[config.mk]
export PLATFORM = sky130hd
export DESIGN_NAME = ffpa_entry_mem
export DESIGN_NICKNAME = d
export VERILOG_FILES = /design/src/hw/rtl/assert_macros.svh /design/src/hw/rtl/ffpa_pkg.sv /design/src/hw/rtl/ffpa_entry_mem.sv
export SDC_FILE = /design/constraint.sdc
export NUM_CORES = 1
export LEC_CHECK = 0
export ABC_AREA = 0
export BUFFER_PORTS_ARGS = -buffer_cell sky130_fd_sc_hd__buf_2
export CORE_ASPECT_RATIO = 0.7
export CORE_UTILIZATION = 30
export DETAILED_ROUTE_END_ITERATION = 16
export GPL_ROUTABILITY_DRIVEN = 0
export PLACE_DENSITY = 0.46
export SLEW_MARGIN = 20
export SYNTH_ARGS = -nofsm -noshare
export SYNTH_HDL_FRONTEND = slang
export SYNTH_SLANG_ARGS = --single-unit
export TNS_END_PERCENT = 10
[constraint.sdc]
create_clock -name clk_i -period 5.8 [get_ports clk_i]
set_input_delay 0.29 -clock clk_i [delete_from_list [all_inputs] [get_ports clk_i]]
set_output_delay 0.29 -clock clk_i [all_outputs]
set_load 0.005 [all_outputs]
[src/hw/rtl/assert_macros.svh]
// ----------------------------------------------------------------------------
// Assertion macros
// Concurrent assertion shorthands clocked on clk_i; ASSERT_CHK is disabled while rst_ni is low.
// ----------------------------------------------------------------------------
`ifndef ASSERT_MACROS_SVH
`define ASSERT_MACROS_SVH

// check while out of reset
`define ASSERT_CHK(label, prop, msg) \
  label: assert property (@(posedge clk_i) disable iff (!rst_ni) (prop)) else $error(msg);

// check on every edge, reset included
`define ASSERT_ALWAYS(label, prop, msg) \
  label: assert property (@(posedge clk_i) (prop)) else $error(msg);

`endif

[src/hw/rtl/ffpa_pkg.sv]
// ----------------------------------------------------------------------------
// ffpa_pkg
// Shared types and constants of the first-fit partition allocator.
// ----------------------------------------------------------------------------
package ffpa_pkg;

  localparam int TableDepthDef   = 16;
  localparam int PoolAddrBitsDef = 20;

  localparam int ReqLenW   = 21;
  localparam int OffW      = 20;
  localparam int PoolSizeW = 21;

  localparam logic [PoolSizeW-1:0] PoolSizeRst = 21'h100000;

  typedef enum logic {
    ACT_ALLOC = 1'b0,
    ACT_FREE  = 1'b1
  } action_e;

  typedef enum logic [1:0] {
    ST_OK        = 2'd0,
    ST_NO_HOLE   = 2'd1,
    ST_FULL      = 2'd2,
    ST_NOT_FOUND = 2'd3
  } status_e;

  typedef struct packed {
    action_e             action;
    logic [ReqLenW-1:0]  request_length;
    logic [OffW-1:0]     free_offset;
  } req_t;

  typedef struct packed {
    status_e             status;
    logic [OffW-1:0]     block_offset;
  } rsp_t;

  typedef logic [PoolSizeW-1:0] cfg_t;

endpackage

[src/hw/rtl/ffpa_entry_mem.sv]
// ----------------------------------------------------------------------------
// ffpa_entry_mem
// Partition table storage: one write port, one read port, registered read.
// ----------------------------------------------------------------------------
module ffpa_entry_mem #(
  parameter int Depth = ffpa_pkg::TableDepthDef,
  parameter int Width = 2 * ffpa_pkg::PoolAddrBitsDef + 1,
  parameter int AddrW = (Depth > 1) ? $clog2(Depth) : 1
) (
  input  logic             clk_i,
  input  logic             we_i,
  input  logic [AddrW-1:0] waddr_i,
  input  logic [Width-1:0] wdata_i,
  input  logic [AddrW-1:0] raddr_i,
  output logic [Width-1:0] rdata_o
);

  logic [Width-1:0] mem_q [Depth];
  logic [Width-1:0] rdata_q;

  always_ff @(posedge clk_i) begin
    if (we_i) begin
      mem_q[waddr_i] <= wdata_i;
    end
  end

  always_ff @(posedge clk_i) begin
    rdata_q <= mem_q[raddr_i];
  end

  assign rdata_o = rdata_q;

endmodule

# Word-level counts from Yosys, hierarchy flattened
# Memories as Yosys holds them, arrays and structs flattened. A register that Yosys moved wholly into a read port is not among the register bits.
# Index checks and enable logic that the tools add are counted.
# W data, S select, Z words.
# word_totals
regBits	0
ramBits	656
out_inout_bits	41
elab_cells	3
n_memories	1
# memory_table
memory	depth	word_bits	read_ports	rd_clocked_by_memory_dff	wr	line	text
mem_q	16	41	1	1	1	ffpa_entry_mem.sv:18	logic [Width-1:0] mem_q [Depth];
# op_classes
muxes	2
# ops
op	n
$mux W1	2

# Depth between registers and ports, before layout
# logic_depth
depth_word	2
depth_mapped	5
ltp_nobuf	3

# Least setup slack after synthesis
# Ideal clock, no wire load.
# synth_path
kind	in2reg
startpoint	input waddr_i[2]
endpoint	memory mem_q[0][0] (netlist name), enable pin
setup_time_ns	0.491
arrival_time_ns	3.612
setup_slack_ns	1.698
path_stages	2
path_buffers	0
path_cell_list	or3b_2 > nor3_1
# synth_lines
item	line	text
from (decl)	ffpa_entry_mem.sv:12	input logic [AddrW-1:0] waddr_i,
to (decl)	ffpa_entry_mem.sv:18	
# No word-level cell before the write port.

==> summary by stage <==
Routing
For this block, the via count after detailed routing is between 10000 and 15000. The overall routed net length is 60.15 mm. The routed wire length per instance is 25.39 µm. The remaining routing DRC violations is 0. Before antenna repair, the detailed router went through 4 iterations. The detailed router finished its first iteration with 850 violations. The detail route stage leaves a number of antenna-violating nets equal to 0.

After detailed routing, the number of vias per cell comes to just under 5.

Worst hold path
The min-delay analysis places its worst path in the category input pin to flip-flop.

Timing
The headroom to the max-slew limit is 0.3180. The final hold slack is about 0.067 ns. The total count of hold-check failures in the final report came to 0.

The post-route clock period utilization is 0.3555. For the pin with the worst max-slew slack, the measured transition is between 1 and 1.5 ns. The setup TNS is 0 ns. Setup violations remaining at the end of the flow were counted as 0. The post-layout minimum cycle time is 2.062 ns. The number of max-slew violations in the final report is 0. For this run, the top clock speed supported by timing is just under 500 MHz. Setup repair after global routing left no endpoint under its margin. The final setup skew is between 0.01 and 0.015 ns.

Clocking
The number of buffers created by CTS is 66. The number of sinks driven by the clock tree is between 600 and 700. In this run, post-CTS hold repair placed 0 buffers.

The CTS tree is yes. The master cell of the clock root buffer is clkbuf_16. The later pin in the worst-skew pair is clocked with a latency of 0.60 ns.

The number of buffers on the longest clock path is 3. In this run the post-CTS setup repair buffer count came out at 0. After clock tree synthesis, the clock-pin slew on the worst setup and hold paths is about 0.06 ns. The maximum level of the CTS H-tree is 3. In this run, post-CTS repair resized a total of 0 instances.

Global routing
For this run the aggregate overflow at the end of global routing stands at 0. Across every metal layer, demand over resource in global routing totals 0.1425. Entering global routing, the biggest net connects around 90 pins. The first global-routing pass estimated 86.95 mm of wire.

The number of antenna violations at the first check in global routing is 4. The via count of the first global-routing pass is 12051.

Synthesis
Yosys mapped the design onto 17 distinct sky130hd cell types. The async set-reset flop share out of synthesis is 0. The synthesized flop and latch total is 697.

Sorting the synthesized cells by area gives the leading types as edfxtp_1 78%, mux4_2 15%, dfxtp_1 3.2%. The most instantiated library cell after synthesis is edfxtp_1. The average cell area after synthesis is roughly 24 µm².

The cell accounting for the most synthesized area is edfxtp_1. The sequential fraction of the synthesis area is 0.8086. The cell area after synthesis is 25380 µm². Counting every net in the synthesized netlist gives 1117. The proportion of netlist area held by the largest area contributor is 0.7763. During synthesis, Yosys emitted a total of 0 warnings. The instance count of the mapped netlist is between 1000 and 1500. In this run, synthesis inferred 656 flip-flops with an integrated enable. The flip-flop cell with the highest count after synthesis is edfxtp_1.

After synthesis, the most frequently instantiated cells are 656 x edfxtp_1, 164 x mux4_2, 82 x a22oi_1.

Worst setup path
The nature of the critical path startpoint is an input pin. The arrival time at the worst endpoint is 2.50 ns. The critical path is of the input pin to flip-flop type. For this run, the slowest stage of the critical path takes 0.58 ns. The number of buffers and inverters on the critical path is 2. The endpoint required time on the critical path is around 6.2 ns. The family with the most delay on the worst path is buffers and inverters. Walking the worst path, the cells encountered are buf_8 > buf_12 > mux4_2 > a22oi_1 > nand2_1. STA classifies the critical path endpoint as a flip-flop. The slowest stage cell on the critical path is mux4_2.

Along the worst path, the maximum fanout reaches 72.

Power
The leakage component of the power is ~9.2 nW. The total power divided by cell area is 352.8 nW/µm². The peak supply drop is 0.2305 mV.

Layout
The count of cells in the finished layout, fillers not included, comes to 2369. The number of antenna diodes in the final layout is 0. The final net count is between 1000 and 1500. Fill cells in the final layout number 7695. The area occupied by multi-input gates is 4730 µm². The synthesis-to-finish area growth is 15.92%. The sequential cell area is 20520 µm². In the final layout, the share of cells above drive strength 1 is 0.3111.

Status
The flow ran to the end, and the final reports show no timing, DRC or antenna violations.

Run
The tool flagged a number of max-cap violations equal to 0.

Floorplan
The row count is 88. The core area is 83020 µm². The top-level I/O count is 92. The starting utilization of the core area is 0.3057. The die covers 85770 µm². The die is 245.3 µm tall. The horizontal die dimension is 349.6 µm.

Placement
The wire-length estimate of the detail-placed layout is 28.56 mm. Buffers placed on the I/O ports in this run total 91. The number of placed cells counting well taps is 2252.
cells in the final DEF, fill, tap and decap left out, types with 2 or more instances in the layout:
master / n
nand2b_1: 2
buf_12: 2
mux4_2: 164
clkbuf_16: 71
clkinv_2: 8
nor3_2: 4
clkinv_1: 6
nor2_4: 13
nand3b_1: 2
buf_4: 23
nand2_1: 42
clkbuf_8: 3
bufinv_16: 3
a22oi_1: 82
dfxtp_1: 41
buf_2: 89
clkbuf_1: 25
edfxtp_1: 656
nor2b_4: 2
cell families (layout without fill, tap and decap cells):
| kind of cell | count (synthesis) | in the layout | share of synthesized area |
|---|---|---|---|
| flops | 697 | 697 | 0.8086 |
| mux | 164 | 164 | 0.1456 |
| compound gates | 82 | 82 | 0.02426 |
| simple gates | 68 | 68 | 0.01129 |
| buf+inv | 55 | 233 | 0.01026 |
metal layers:
metal  global-route usage  up-vias  share of wire
met5                    0        -        0.00015
met4              0.03380        2          0.015
met3              0.02761       83          0.047
met2               0.2158      261           0.45
met1               0.2109     6258           0.49
li1                     -     4803              -
stage by stage:
| stage | util | setup WS [ns] | area [µm²] | total power, mW |
|---|---|---|---|---|
| final | 0.3543 | 3.738 | 29410 | 10.38 |
| after global routing | 0.3543 | 3.557 | 29410 | 10.74 |
| after CTS | 0.3543 | 3.730 | 29410 | 10.52 |
| after detailed placement | 0.3293 | 3.072 | 27340 | 6.275 |
| after global placement | 0.3293 | 3.018 | 27340 | 6.269 |
| after floorplan | - | 1.698 | 25380 | 6.034 |
report_power, final:
group / internal (mW) / switching [mW] / total (mW)
combinational: 0.196 / 0.288 / 0.484
clock: 2.41 / 1.81 / 4.23
sequential: 5.63 / 0.0369 / 5.67
worst reg2reg max path, stage by stage (launching register included):
cell and delay (ns):
edfxtp_1 0.36, mux4_2 0.45, a22oi_1 0.26, nand2_1 0.19
worst paths after layout:
path | from | to | slack, ns | depth (start not counted)
max reg2reg | mem_q[9][1]$_DFFE_PP_ | rdata_o[1]$_DFF_P_ | 4.38 | 3
max | raddr_i[0] | rdata_o[1]$_DFF_P_ | 3.74 | 5
min reg2reg | mem_q[14][30]$_DFFE_PP_ | rdata_o[30]$_DFF_P_ | 0.67 | 3
min | wdata_i[4] | mem_q[6][4]$_DFFE_PP_ | 0.07 | 1
state kept, by name, summed over array words and instances, names as in the netlist:
signal and count:
mem_q 656, rdata_o 41
area by class of cell:
class	instances	share of cell area
flip-flops and latches	697	0.6976
repair buffers	116	0.02327
clock buffers	99	0.06500
multi-input cells	314	0.1608
well taps	1125	0.04785
clock inverters	18	0.005487
No activity file was read; power rests on OpenSTA's default activity.
